**config.mk**
```make
export PLATFORM = sky130hd
export DESIGN_NAME = spin_motion_supervisor_flat
export DESIGN_NICKNAME = d
export VERILOG_FILES = /design/src/design/sms_pkg.sv /design/src/design/sms_in_if.sv /design/src/design/sms_out_if.sv /design/src/design/sms_cfg_if.sv /design/src/design/sms_ctrl.sv /design/src/design/sms_dp.sv /design/src/design/spin_motion_supervisor.sv /design/src/flat_wrapper.sv
export SDC_FILE = /design/constraint.sdc
export NUM_CORES = 2
export LEC_CHECK = 0
export CAP_MARGIN = 20
export CORE_ASPECT_RATIO = 1.4
export CORE_UTILIZATION = 60
export CTS_CLUSTER_SIZE = 25
export DETAILED_ROUTE_END_ITERATION = 10
export DONT_BUFFER_PORTS = 1
export PLACE_DENSITY = 0.78
export SKIP_CTS_REPAIR_TIMING = 1
export SYNTH_ARGS = -nofsm -noshare
export SYNTH_HDL_FRONTEND = slang
export SYNTH_SLANG_ARGS = --single-unit
```
**constraint.sdc**
```tcl
create_clock -name clk -period 7.9 [get_ports clk]
set_clock_uncertainty 0.2 [all_clocks]
set_input_delay 0.79 -clock clk [delete_from_list [all_inputs] [get_ports clk]]
set_output_delay 0.79 -clock clk [all_outputs]
set_load 0.01 [all_outputs]
```
**src/design/sms_pkg.sv**
```systemverilog
`default_nettype none

package sms_pkg;

  // Command codes of an input item.
  localparam logic [1:0] CMD_START = 2'd0;
  localparam logic [1:0] CMD_STOP  = 2'd1;
  localparam logic [1:0] CMD_TICK  = 2'd2;
  localparam logic [1:0] CMD_NOP   = 2'd3;

  // Motion phases.
  localparam logic [1:0] PH_IDLE  = 2'd0;
  localparam logic [1:0] PH_START = 2'd1;
  localparam logic [1:0] PH_TURN  = 2'd2;
  localparam logic [1:0] PH_STOP  = 2'd3;

  // Event codes of a result item.
  localparam logic [2:0] EV_NONE          = 3'd0;
  localparam logic [2:0] EV_START_SEEN    = 3'd1;
  localparam logic [2:0] EV_STOP_SEEN     = 3'd2;
  localparam logic [2:0] EV_START_TIMEOUT = 3'd3;
  localparam logic [2:0] EV_STOP_TIMEOUT  = 3'd4;
  localparam logic [2:0] EV_STOP_ISSUED   = 3'd5;

  // Configuration register indexes.
  localparam logic [1:0] REG_GYRO_BIAS      = 2'd0;
  localparam logic [1:0] REG_START_TIMEOUT  = 2'd1;
  localparam logic [1:0] REG_STOP_TIMEOUT   = 2'd2;
  localparam logic [1:0] REG_SETTLE_SAMPLES = 2'd3;

  localparam logic [6:0] START_TIMEOUT_RST  = 7'd60;
  localparam logic [6:0] STOP_TIMEOUT_RST   = 7'd75;
  localparam logic [3:0] SETTLE_SAMPLES_RST = 4'd15;

  localparam int RATE_W = 26;
  localparam int ACC_W  = 48;
  localparam int PROD_W = 37;

  // Raw gyro to Q16 deg/s: 250 deg/s full scale over 32768 counts, times 65536.
  localparam logic signed [RATE_W-1:0] GYRO_SCALE = 26'sd500;
  localparam logic [31:0] DT_MAX = 32'd1023;

  // One degree is 131072000 accumulator units, that is 2^17 times 1000.
  localparam int DEG_SHIFT = 17;
  localparam logic [25:0] RND_HALF = 26'd65536000;
  localparam logic [31:0] SAT_POS_LIM = 32'd32768000;
  localparam logic [31:0] SAT_NEG_LIM = 32'd32769000;
  // ceil(2^35 / 1000); exact for every quotient input below 2^25.
  localparam logic [25:0] RECIP = 26'd34359739;
  localparam int RECIP_SHIFT = 35;

  typedef struct packed {
    logic [1:0]         cmd;
    logic signed [15:0] gyro_raw;
    logic signed [31:0] encoder_count;
    logic [31:0]        time_ms;
  } in_item_t;

  typedef struct packed {
    logic [2:0]         event_code;
    logic               stop_motor;
    logic               finished;
    logic signed [15:0] angle_deg;
    logic [1:0]         phase_now;
  } out_item_t;

  typedef struct packed {
    logic        en;
    logic [1:0]  index;
    logic [24:0] data;
  } cfg_wr_t;

  typedef struct packed {
    logic       load_item;
    logic       calc_rate;
    logic       calc_prod;
    logic       commit;
    logic       calc_round;
    logic       calc_div;
    logic       load_out;
    logic       clr;
    logic       tick_upd;
    logic       integ;
    logic [2:0] event_code;
    logic       stop_motor;
    logic       finished;
    logic [1:0] phase_now;
  } ctrl_cmd_t;

  typedef struct packed {
    logic [1:0] cmd;
    logic       enc_nz;
    logic       enc_same;
    logic       out_free;
  } dp_stat_t;

endpackage

`default_nettype wire

```
**src/design/sms_in_if.sv**
```systemverilog
`default_nettype none

interface sms_in_if import sms_pkg::*; ();
  logic     valid;
  logic     ready;
  in_item_t data;

  modport source (output valid, output data, input ready);
  modport sink (input valid, input data, output ready);
endinterface

`default_nettype wire

```
**src/design/sms_out_if.sv**
```systemverilog
`default_nettype none

interface sms_out_if import sms_pkg::*; ();
  logic      valid;
  logic      ready;
  out_item_t data;

  modport source (output valid, output data, input ready);
  modport sink (input valid, input data, output ready);
endinterface

`default_nettype wire

```
**src/design/sms_cfg_if.sv**
```systemverilog
`default_nettype none

interface sms_cfg_if ();
  logic        valid;
  logic        ready;
  logic [1:0]  index;
  logic [24:0] data;

  modport source (output valid, output index, output data, input ready);
  modport sink (input valid, input index, input data, output ready);
endinterface

`default_nettype wire

```
**src/design/sms_ctrl.sv**
```systemverilog
`default_nettype none

module sms_ctrl import sms_pkg::*; (
  input  logic      clk,
  input  logic      rst,
  input  cfg_wr_t   cfg_wr,
  input  logic      in_valid,
  output logic      in_ready,
  input  dp_stat_t  stat,
  output ctrl_cmd_t cmd
);

  localparam logic [2:0] S_IDLE  = 3'd0;
  localparam logic [2:0] S_RATE  = 3'd1;
  localparam logic [2:0] S_PROD  = 3'd2;
  localparam logic [2:0] S_ACC   = 3'd3;
  localparam logic [2:0] S_RND   = 3'd4;
  localparam logic [2:0] S_DIV   = 3'd5;
  localparam logic [2:0] S_EMIT  = 3'd6;

  logic [2:0] seq, seq_next;
  logic [1:0] phase, phase_next;
  logic [6:0] tick, tick_next;
  logic [3:0] settle, settle_next;
  logic [6:0] start_to, stop_to;
  logic [3:0] settle_n;

  logic [2:0] ev, ev_next;
  logic       stopm, stopm_next;
  logic       fin, fin_next;
  logic       clr, clr_next;
  logic       tupd, tupd_next;
  logic       integ, integ_next;

  logic [6:0] tick_inc;
  logic [3:0] settle_inc;

  assign tick_inc   = tick + 7'd1;
  assign settle_inc = settle + 4'd1;

  // Motion phase decision for the item held in the datapath.
  always_comb begin
    phase_next  = phase;
    tick_next   = tick;
    settle_next = settle;
    ev_next     = EV_NONE;
    stopm_next  = 1'b0;
    fin_next    = 1'b0;
    clr_next    = 1'b0;
    tupd_next   = 1'b0;
    integ_next  = 1'b0;
    case (stat.cmd)
      CMD_START: begin
        clr_next    = 1'b1;
        phase_next  = PH_START;
        tick_next   = 7'd0;
        settle_next = 4'd0;
      end
      CMD_STOP: begin
        if (phase inside {PH_START, PH_TURN}) begin
          stopm_next = 1'b1;
          tick_next  = 7'd0;
          phase_next = PH_STOP;
        end
      end
      CMD_TICK: begin
        if (phase != PH_IDLE) begin
          tupd_next = 1'b1;
        end
        case (phase)
          PH_START: begin
            if (tick_inc == start_to) begin
              stopm_next = 1'b1;
              tick_next  = 7'd0;
              ev_next    = EV_START_TIMEOUT;
              fin_next   = 1'b1;
              phase_next = PH_IDLE;
            end else if (stat.enc_nz) begin
              phase_next = PH_TURN;
              ev_next    = EV_START_SEEN;
              tick_next  = 7'd0;
              integ_next = 1'b1;
            end else begin
              tick_next = tick_inc;
            end
          end
          PH_STOP: begin
            if (tick == 7'd0) begin
              ev_next = EV_STOP_ISSUED;
            end
            integ_next = 1'b1;
            tick_next  = tick_inc;
            if (tick_inc == 7'd1) begin
              settle_next = 4'd0;
            end else if (tick_inc == stop_to) begin
              stopm_next = 1'b1;
              tick_next  = 7'd0;
              ev_next    = EV_STOP_TIMEOUT;
              fin_next   = 1'b1;
              phase_next = PH_IDLE;
            end else if (stat.enc_same) begin
              settle_next = settle_inc;
              if (settle_inc == settle_n) begin
                ev_next    = EV_STOP_SEEN;
                fin_next   = 1'b1;
                phase_next = PH_IDLE;
              end
            end else begin
              settle_next = 4'd0;
            end
          end
          PH_TURN: begin
            integ_next = 1'b1;
          end
          default: begin
          end
        endcase
      end
      default: begin
      end
    endcase
  end

  always_comb begin
    seq_next = seq;
    case (seq)
      S_IDLE:  if (in_valid) seq_next = S_RATE;
      S_RATE:  seq_next = S_PROD;
      S_PROD:  seq_next = S_ACC;
      S_ACC:   seq_next = S_RND;
      S_RND:   seq_next = S_DIV;
      S_DIV:   seq_next = S_EMIT;
      S_EMIT:  if (stat.out_free) seq_next = S_IDLE;
      default: seq_next = S_IDLE;
    endcase
  end

  always_ff @(posedge clk) begin
    if (rst) begin
      seq      <= S_IDLE;
      phase    <= PH_IDLE;
      tick     <= 7'd0;
      settle   <= 4'd0;
      start_to <= START_TIMEOUT_RST;
      stop_to  <= STOP_TIMEOUT_RST;
      settle_n <= SETTLE_SAMPLES_RST;
      ev       <= EV_NONE;
      stopm    <= 1'b0;
      fin      <= 1'b0;
      clr      <= 1'b0;
      tupd     <= 1'b0;
      integ    <= 1'b0;
    end else begin
      seq <= seq_next;
      if (seq == S_RATE) begin
        phase  <= phase_next;
        tick   <= tick_next;
        settle <= settle_next;
        ev     <= ev_next;
        stopm  <= stopm_next;
        fin    <= fin_next;
        clr    <= clr_next;
        tupd   <= tupd_next;
        integ  <= integ_next;
      end
      if (cfg_wr.en) begin
        case (cfg_wr.index)
          REG_START_TIMEOUT:  start_to <= cfg_wr.data[6:0];
          REG_STOP_TIMEOUT:   stop_to  <= cfg_wr.data[6:0];
          REG_SETTLE_SAMPLES: settle_n <= cfg_wr.data[3:0];
          default: begin
          end
        endcase
      end
    end
  end

  assign in_ready = (seq == S_IDLE);

  always_comb begin
    cmd            = '0;
    cmd.load_item  = (seq == S_IDLE) && in_valid;
    cmd.calc_rate  = (seq == S_RATE);
    cmd.calc_prod  = (seq == S_PROD);
    cmd.commit     = (seq == S_ACC);
    cmd.calc_round = (seq == S_RND);
    cmd.calc_div   = (seq == S_DIV);
    cmd.load_out   = (seq == S_EMIT) && stat.out_free;
    cmd.clr        = clr;
    cmd.tick_upd   = tupd;
    cmd.integ      = integ;
    cmd.event_code = ev;
    cmd.stop_motor = stopm;
    cmd.finished   = fin;
    cmd.phase_now  = phase;
  end

endmodule

`default_nettype wire

```
**src/design/sms_dp.sv**
```systemverilog
`default_nettype none

module sms_dp import sms_pkg::*; (
  input  logic      clk,
  input  logic      rst,
  input  cfg_wr_t   cfg_wr,
  input  in_item_t  in_data,
  input  ctrl_cmd_t cmd,
  output dp_stat_t  stat,
  output logic      out_valid,
  output out_item_t out_data,
  input  logic      out_ready
);

  in_item_t item;
  logic signed [24:0] gyro_bias;

  logic signed [RATE_W-1:0] prev_rate;
  logic [31:0]              prev_time;
  logic                     time_valid;
  logic signed [31:0]       prev_encoder;
  logic signed [ACC_W-1:0]  acc;

  logic signed [RATE_W-1:0] rate_r;
  logic [9:0]               dt_r;
  logic signed [PROD_W-1:0] prod_r;
  logic [24:0]              y_r;
  logic                     neg_r;
  logic                     sat_r;
  logic signed [15:0]       angle_r;

  // Rate and time step.
  logic signed [RATE_W-1:0] raw_scaled, rate_calc;
  logic [31:0]              tdiff;
  logic [9:0]               dt_calc;

  assign raw_scaled = RATE_W'(item.gyro_raw) * GYRO_SCALE;
  assign rate_calc  = raw_scaled - RATE_W'(gyro_bias);
  assign tdiff      = item.time_ms - prev_time;

  always_comb begin
    if (!time_valid) begin
      dt_calc = 10'd0;
    end else if (tdiff > DT_MAX) begin
      dt_calc = DT_MAX[9:0];
    end else begin
      dt_calc = tdiff[9:0];
    end
  end

  // Trapezoid term.
  logic signed [RATE_W:0]   rsum;
  logic signed [10:0]       dt_s;
  logic signed [PROD_W-1:0] prod_calc;

  assign rsum      = (RATE_W+1)'(prev_rate) + (RATE_W+1)'(rate_r);
  assign dt_s      = $signed({1'b0, dt_r});
  assign prod_calc = PROD_W'(rsum) * PROD_W'(dt_s);

  // Saturating accumulate.
  logic signed [ACC_W:0]   acc_sum;
  logic signed [ACC_W-1:0] acc_new;

  assign acc_sum = (ACC_W+1)'(acc) + (ACC_W+1)'(prod_r);

  always_comb begin
    if (acc_sum[ACC_W] != acc_sum[ACC_W-1]) begin
      acc_new = acc_sum[ACC_W] ? {1'b1, {(ACC_W-1){1'b0}}} : {1'b0, {(ACC_W-1){1'b1}}};
    end else begin
      acc_new = acc_sum[ACC_W-1:0];
    end
  end

  // Rounding half away from zero: add half a degree to the magnitude, then
  // drop the power-of-two part of the divisor; the factor 1000 follows.
  logic [ACC_W-1:0] mag;
  logic [ACC_W:0]   mag_rnd;
  logic [31:0]      y_calc;
  logic             sat_calc;

  assign mag      = acc[ACC_W-1] ? ACC_W'(-acc) : ACC_W'(acc);
  assign mag_rnd  = {1'b0, mag} + (ACC_W+1)'(RND_HALF);
  assign y_calc   = mag_rnd[DEG_SHIFT+31:DEG_SHIFT];
  assign sat_calc = acc[ACC_W-1] ? (y_calc >= SAT_NEG_LIM) : (y_calc >= SAT_POS_LIM);

  // Division by 1000 through the reciprocal.
  logic [50:0]        qprod;
  logic [15:0]        q;
  logic signed [15:0] angle_calc;

  assign qprod = 51'(y_r) * 51'(RECIP);
  assign q     = qprod[RECIP_SHIFT+15:RECIP_SHIFT];

  always_comb begin
    if (sat_r) begin
      angle_calc = neg_r ? 16'sh8000 : 16'sh7fff;
    end else if (neg_r) begin
      angle_calc = $signed(-q);
    end else begin
      angle_calc = $signed(q);
    end
  end

  always_ff @(posedge clk) begin
    if (cmd.load_item) begin
      item <= in_data;
    end
    if (cmd.calc_rate) begin
      rate_r <= rate_calc;
      dt_r   <= dt_calc;
    end
    if (cmd.calc_prod) begin
      prod_r <= prod_calc;
    end
    if (cmd.calc_round) begin
      y_r   <= y_calc[24:0];
      neg_r <= acc[ACC_W-1];
      sat_r <= sat_calc;
    end
    if (cmd.calc_div) begin
      angle_r <= angle_calc;
    end
    if (cmd.load_out) begin
      out_data.event_code <= cmd.event_code;
      out_data.stop_motor <= cmd.stop_motor;
      out_data.finished   <= cmd.finished;
      out_data.angle_deg  <= angle_r;
      out_data.phase_now  <= cmd.phase_now;
    end
  end

  always_ff @(posedge clk) begin
    if (rst) begin
      gyro_bias    <= '0;
      prev_rate    <= '0;
      prev_time    <= '0;
      time_valid   <= 1'b0;
      prev_encoder <= '0;
      acc          <= '0;
      out_valid    <= 1'b0;
    end else begin
      if (cfg_wr.en && cfg_wr.index == REG_GYRO_BIAS) begin
        gyro_bias <= $signed(cfg_wr.data);
      end
      if (cmd.commit) begin
        if (cmd.clr) begin
          prev_rate    <= '0;
          prev_time    <= '0;
          time_valid   <= 1'b0;
          prev_encoder <= '0;
          acc          <= '0;
        end else begin
          if (cmd.tick_upd) begin
            prev_time    <= item.time_ms;
            time_valid   <= 1'b1;
            prev_encoder <= item.encoder_count;
          end
          if (cmd.integ) begin
            acc       <= acc_new;
            prev_rate <= rate_r;
          end
        end
      end
      if (cmd.load_out) begin
        out_valid <= 1'b1;
      end else if (out_ready) begin
        out_valid <= 1'b0;
      end
    end
  end

  assign stat.cmd      = item.cmd;
  assign stat.enc_nz   = (item.encoder_count != 32'sd0);
  assign stat.enc_same = (item.encoder_count == prev_encoder);
  assign stat.out_free = !out_valid || out_ready;

endmodule

`default_nettype wire

```
**src/design/spin_motion_supervisor.sv**
```systemverilog
// Spin motion supervisor.
// Input items arrive on the sample channel: a start, a stop request, a sensor
// tick or a no-operation, each with the gyro reading, encoder count and
// timestamp. Every input item gives exactly one result item on the result
// channel, carrying the event, the motor stop flag, the finished flag, the
// integrated angle in whole degrees and the phase after the item.
// Configuration registers are written over the cfg channel, which is always
// ready; write them only while no item is in flight.
// An item passes from acceptance through six steps of the controller sequence
// (rate multiply, trapezoid product, saturating accumulate, rounding,
// reciprocal multiply, output load) before its result is presented. A new
// item is accepted only when the sequence is back at idle after the output load.
// The result sits in an output register, so the next item is accepted while
// a result waits; a stalled receiver holds the sequence at its output step.
// Synchronous reset returns to idle with all motion state cleared and the
// registers at their defaults.
`default_nettype none

module spin_motion_supervisor import sms_pkg::*; (
  input  logic       clk,
  input  logic       rst,
  sms_cfg_if.sink    cfg,
  sms_in_if.sink     sample,
  sms_out_if.source  result
);

  cfg_wr_t   cfg_wr;
  ctrl_cmd_t cmd;
  dp_stat_t  stat;

  assign cfg.ready    = 1'b1;
  assign cfg_wr.en    = cfg.valid;
  assign cfg_wr.index = cfg.index;
  assign cfg_wr.data  = cfg.data;

  sms_ctrl u_ctrl (
    .clk      (clk),
    .rst      (rst),
    .cfg_wr   (cfg_wr),
    .in_valid (sample.valid),
    .in_ready (sample.ready),
    .stat     (stat),
    .cmd      (cmd)
  );

  sms_dp u_dp (
    .clk       (clk),
    .rst       (rst),
    .cfg_wr    (cfg_wr),
    .in_data   (sample.data),
    .cmd       (cmd),
    .stat      (stat),
    .out_valid (result.valid),
    .out_data  (result.data),
    .out_ready (result.ready)
  );

endmodule

`default_nettype wire

```
**src/flat_wrapper.sv**
```systemverilog
// flat-port wrapper written by rule: the top's interface ports become plain ports
module spin_motion_supervisor_flat import sms_pkg::*;
  (clk, rst, cfg_valid, cfg_index, cfg_data, cfg_ready, sample_valid, sample_data, sample_ready, result_valid, result_data, result_ready);
  sms_cfg_if cfg_i ();
  sms_in_if sample_i ();
  sms_out_if result_i ();
  input  logic clk;
  input  logic rst;
  input wire logic [$bits(cfg_i.valid)-1:0] cfg_valid;
  input wire logic [$bits(cfg_i.index)-1:0] cfg_index;
  input wire logic [$bits(cfg_i.data)-1:0] cfg_data;
  output wire logic [$bits(cfg_i.ready)-1:0] cfg_ready;
  input wire logic [$bits(sample_i.valid)-1:0] sample_valid;
  input wire logic [$bits(sample_i.data)-1:0] sample_data;
  output wire logic [$bits(sample_i.ready)-1:0] sample_ready;
  output wire logic [$bits(result_i.valid)-1:0] result_valid;
  output wire logic [$bits(result_i.data)-1:0] result_data;
  input wire logic [$bits(result_i.ready)-1:0] result_ready;
  assign cfg_i.valid = cfg_valid;
  assign cfg_i.index = cfg_index;
  assign cfg_i.data = cfg_data;
  assign cfg_ready = cfg_i.ready;
  assign sample_i.valid = sample_valid;
  assign sample_i.data = sample_data;
  assign sample_ready = sample_i.ready;
  assign result_valid = result_i.valid;
  assign result_data = result_i.data;
  assign result_i.ready = result_ready;
  spin_motion_supervisor u_core (.clk(clk), .rst(rst), .cfg(cfg_i), .sample(sample_i), .result(result_i));
endmodule
```
### Word level (Yosys, flattened, before mapping)

Cells that the tools add are included.

| storage, ports and cells | value |
|---|---|
| register bits after elaboration | 428 |
| latch bits | 0 |
| RAM bits | 0 |
| ROM bits | 0 |
| input bits | 114 |
| output and inout bits | 26 |
| word-level logic and storage cells | 180 |
| memories | 0 |

| operators by class | value |
|---|---|
| add/sub/neg operators | 9 |
| multiply operators | 3 |
| divide/modulo/power cells | 0 |
| magnitude comparators | 3 |
| equality and inequality tests | 30 |
| shift-type cells | 0 |
| multiplexer cells | 72 |
| bitwise gates (word level) | 0 |
| reduce and logical (&&, ||, !) cells | 27 |

Operators with widths:

| cell | number |
|---|---|
| $mux 48 | 5 |
| $mux 32 | 4 |
| $ge 32x25->1 const B | 2 |
| $mux 26 | 2 |
| $mul 25x26->51 const B | 1 |
| $add 48x26->49 const B | 1 |
| $add 48x37->49 | 1 |
| $mux 16 | 3 |
| $neg 48->48 | 1 |
| $mul 27x11->37 | 1 |
| $mux 7 | 5 |
| $eq 32x32->1 | 1 |
| $gt 32x10->1 const B | 1 |
| $reduce_bool 32->1 | 1 |
| $sub 32x32->32 | 1 |
| $add 26x26->27 | 1 |
| $sub 26x25->26 | 1 |
| $mul 16x8->24 const B | 1 |
| $mux 3 | 8 |
| $mux 1 | 21 |
| $pmux 3 s7 | 1 |
| $pmux 7 s3 | 1 |
| $mux 2 | 8 |
| $mux 4 | 4 |
| 35 further kinds | 68 |

### Longest topological paths before layout

| depth | value |
|---|---|
| word-level depth | 8 |
| mapped depth | 38 |
| depth with buffers taken out | 38 |

### Hierarchy

From an unflattened synthesis, not the netlist that was laid out.

| unflattened totals | value |
|---|---|
| cell total of the unflattened synthesis | 5,080 |
| area, all modules | 47,215.3 um2 |

Modules (own cells, without submodules):

| module | instances | cells each | area an instance (um2) |
|---|---|---|---|
| sms_dp | 1 | 4,741 | 44,493.9 |
| sms_ctrl | 1 | 337 | 2,710.1 |
| spin_motion_supervisor | 1 | 2 | 11.3 |

### Worst setup path before layout

Ideal clock, no wire load.

| path | value |
|---|---|
| path type | register -> register |
| from | register u_core.u_dp.rate_r[0] |
| to | register u_core.u_dp.prod_r[36], data pin |
| library setup time | 260 ps |
| arrival | 7,770 ps |
| data required time | 7,440 ps |
| setup slack | -329 ps |
| cell stages (with the launch flop) | 37 |
| clock period less this slack | 8,229 ps |
| cells stage by stage | edfxtp_1 > ha_1 > inv_1 > fa_1 > nor2b_1 > o21ai_0 > a21boi_1 > o21ai_0 > a21boi_1 > o21ai_0 > or4b_1 > a31oi_1 > o21bai_1 > a21oi_1 > xnor2_1 > nand2_1 > fa_1 > fa_1 > fa_1 > inv_1 > fa_1 > inv_1 > fa_1 > inv_1 > ha_1 > a21o_1 > a21o_1 > a21oi_1 > o221ai_1 > o21ai_0 > a41oi_1 > o21ai_0 > nand2b_1 > a21o_1 > a211o_1 > a21oi_1 > xnor2_1 |

| on the way | value |
|---|---|
| cells in the longest elaborated chain, start to end | 2 |

RTL lines:

| element | RTL line | text |
|---|---|---|
| from (decl) | sms_dp.sv:24 | `logic signed [RATE_W-1:0] rate_r;` |
| from (signal assigned) | sms_dp.sv:109 | `rate_r <= rate_calc;` |
| $add 26x26->27 | sms_dp.sv:56 | `assign rsum = (RATE_W+1)'(prev_rate) + (RATE_W+1)'(rate_r);` |
| $mul 27x11->37 | sms_dp.sv:58 | `assign prod_calc = PROD_W'(rsum) * PROD_W'(dt_s);` |
| via u_core.u_dp.prod_calc[36] | sms_dp.sv:54 | `logic signed [PROD_W-1:0] prod_calc;` |
| to (signal assigned) | sms_dp.sv:113 | `prod_r <= prod_calc;` |
| to (decl) | sms_dp.sv:26 | `logic signed [PROD_W-1:0] prod_r;` |

The timed path passes the listed nets, and every way through them passes these cells.
A chain may end at the register's enable or synchronous reset.

### Final worst setup path

Ends and elaborated chain as after synthesis.

==> metrics.cfg <==
[clock_tree]
insertion_delay_ns = 0.65
clock-root-buffer = clkbuf_16
numCtsBuffers = 44
cts_buffer_depth = 3
clkTransAtPathRegs_ns = 0.07
cts_tree = built
htreeDepth = 2
clock_sinks = 428

[global_route]
antenna_found_initial = 4
grt_pass1_wl_mm = 177
grt_overflow_total = 0
grt_max_degree = 179
grt_pass1_vias = 36563
grt_util_all_layers_pct = 28.1

[routing]
wl_per_cell_um = 17.4
drt_first_pass_iters = 7
viasPerCell = 5.66
vias = 35502
ant_nets = 0
first_iter_violations = 1740
wl_mm = 109
remaining_drc_errors = 0

[sta]
fin_ws_ns = -0.254
tns_ns = -1.33
fmax_ghz = 0.123
holdWs_ns = 0.0336
worstMarginPinSlew_ns = 1.03
fin_crit_sh_pct = 103
rsz0062_at_grt = yes
maxSlewViolCount = 0
fin_crit_ns = 8.15
setup_viol = 7
slew_headroom_pct = 31.3
hold_viol_final = 0

[setup_path]
arrival_ns = 8.34
critPathCaptureType = flop
start_kind = flop
critPathMaxFanout = 3
crit_slowest_cell = or4b_4
crit_top_cell = fa_1
worst-setup-path-type = reg -> reg
required_ns = 8.09
critPathMaxStageDelay_ns = 0.53

[cells_and_area]
fill_cells = 5889
seqCellArea_um2 = 10800
multi_input_area_um2 = 32600
drive_gt1_share_pct = 11.6
post-route-util_pct = 68.0
area_delta_synth_final_pct = 12.4
final_nets = 6409

[synthesis]
synth_edf_count = 221
ys_types = 91
syn_inst = 5010
ys_seq_area_share_pct = 23.4
synth_flop_cell = edfxtp_1
synth_seq_cells = 428
ys_warn_count = 0
syn_avg_cell_area_um2 = 9.21
postSynth.asyncResetShare_pct = 0
synth_area_um2 = 46100
syn_nets = 6158

[die]
die_area_um2 = 78000
die_h_um = 330
io_pins = 140
fp.dieW_um = 236
rows = 120
core_um2 = 76300
start_util_pct = 60.5

[place]
dp_hpwl_mm = 88.3
dp_slack_ns = -0.681
io_buffers = 0
routabilityCongestion = 0.964

[run_status]
status = complete, but fails checks
violations = negative setup slack

[job]
drv_cap = 0

[hold_path]
hold_class = in -> reg

synth_stat cells, types with 102 or more instances:
master | instances | share of area [%]
fa_1 | 496 | 22
nand2_1 | 462 | 3.8
o21ai_0 | 165 | 1.8
xor2_1 | 122 | 2.3
clkbuf_1 | 151 | 1.2
ha_1 | 538 | 15
nor2_1 | 318 | 2.6
a21oi_1 | 347 | 3.8
dfxtp_1 | 207 | 9.0
edfxtp_1 | 221 | 14
nor3b_1 | 102 | 1.7
xnor2_1 | 154 | 2.9
inv_1 | 792 | 6.4
and2_1 | 108 | 1.5
area by class of cell:
type / count / area share [%]
Timing Repair Buffer: 363 / 5.32
Multi-Input combinational cell: 3631 / 62.8
Sequential cell: 428 / 20.8
Clock buffer: 46 / 2.16
Tap cell: 976 / 2.35
Inverter: 793 / 5.74
Clock inverter: 36 / 0.854
Antenna cell: 4 / 0.0193
kinds of logic after synthesis:
kind of cell / count (synthesis) / synth area share (%)
and+or+nand+nor: 1392 / 14.9
adders and majority gates: 1034 / 36.1
buffers and inverters: 951 / 7.76
AOI/OAI and AO/OA: 913 / 12.3
muxes: 15 / 0.336
other: 1 / 0.00813
xor gates and xnor gates: 276 / 5.24
DFF: 428 / 23.4
metal layers:
metal | vias to the layer above | GRT usage, % | routed length (um)
li1 | 17213 | - | -
met5 | - | 0 | 0
met1 | 17204 | 29.1 | 39500
met4 | 0 | 13.6 | 4970
met2 | 803 | 55.8 | 61200
met3 | 282 | 2.62 | 3530
critical path: cells and delay by family, from the launching register on:
family                   cells  cell delay, ns
AND/OR/NAND/NOR              4            0.71
adder cells (fa/ha/maj)      8            3.12
XOR/XNOR                     2            0.23
flip-flops                   1            0.40
buffers and inverters        5            0.37
AO/OA/AOI/OAI               18            2.94
per-stage QoR:
step	instance area (um2)	std cells
final	51900	6277
after global routing	51900	6277
after CTS	50900	6238
after detailed placement	49300	6156
after global placement	49300	6156
after floorplan	46200	5010
worst paths after layout:
| path | start | endpoint | slack [ns] | depth (start not counted) |
|---|---|---|---|---|
| worst max-delay path | u_core.u_dp.rate_r[0] | u_core.u_dp.prod_r[36] | -0.25 | 37 |
| worst min-delay path | sample_data[39] | u_core.u_dp.item[39] | 0.03 | 0 |
| worst min register to register | u_core.u_dp.angle_r[0] | u_core.u_dp.out_data[2] | 0.22 | 0 |
| worst max register to register | u_core.u_dp.rate_r[0] | u_core.u_dp.prod_r[36] | -0.25 | 37 |
registers in the layout, summed over array words and instances, names as in the netlist, 16 cells and up:
name / cells
u_core.u_dp.item: 80
u_core.u_dp.acc: 48
u_core.u_dp.prod_r: 37
u_core.u_dp.prev_encoder: 32
u_core.u_dp.prev_time: 32
u_core.u_dp.prev_rate: 26
u_core.u_dp.rate_r: 26
u_core.u_dp.gyro_bias: 25
u_core.u_dp.y_r: 25
u_core.u_dp.out_data: 23
u_core.u_dp.angle_r: 16
cells in the final DEF, fill, tap and decap left out, drive strengths merged, types with 59 or more instances in the layout:
cell      n
inv     795
fa      496
xnor2   154
nand3    59
nor3b   102
xor2    122
nand2   463
a21o     96
o21ai   182
edfxtp  221
and2    108
nor3     62
dfxtp   207
buf     363
a21oi   347
ha      538
nor2    318
Power is left out: the tool's default activity adds up to more than one toggle a clock period on the data nets, which glitch-free logic cannot reach.
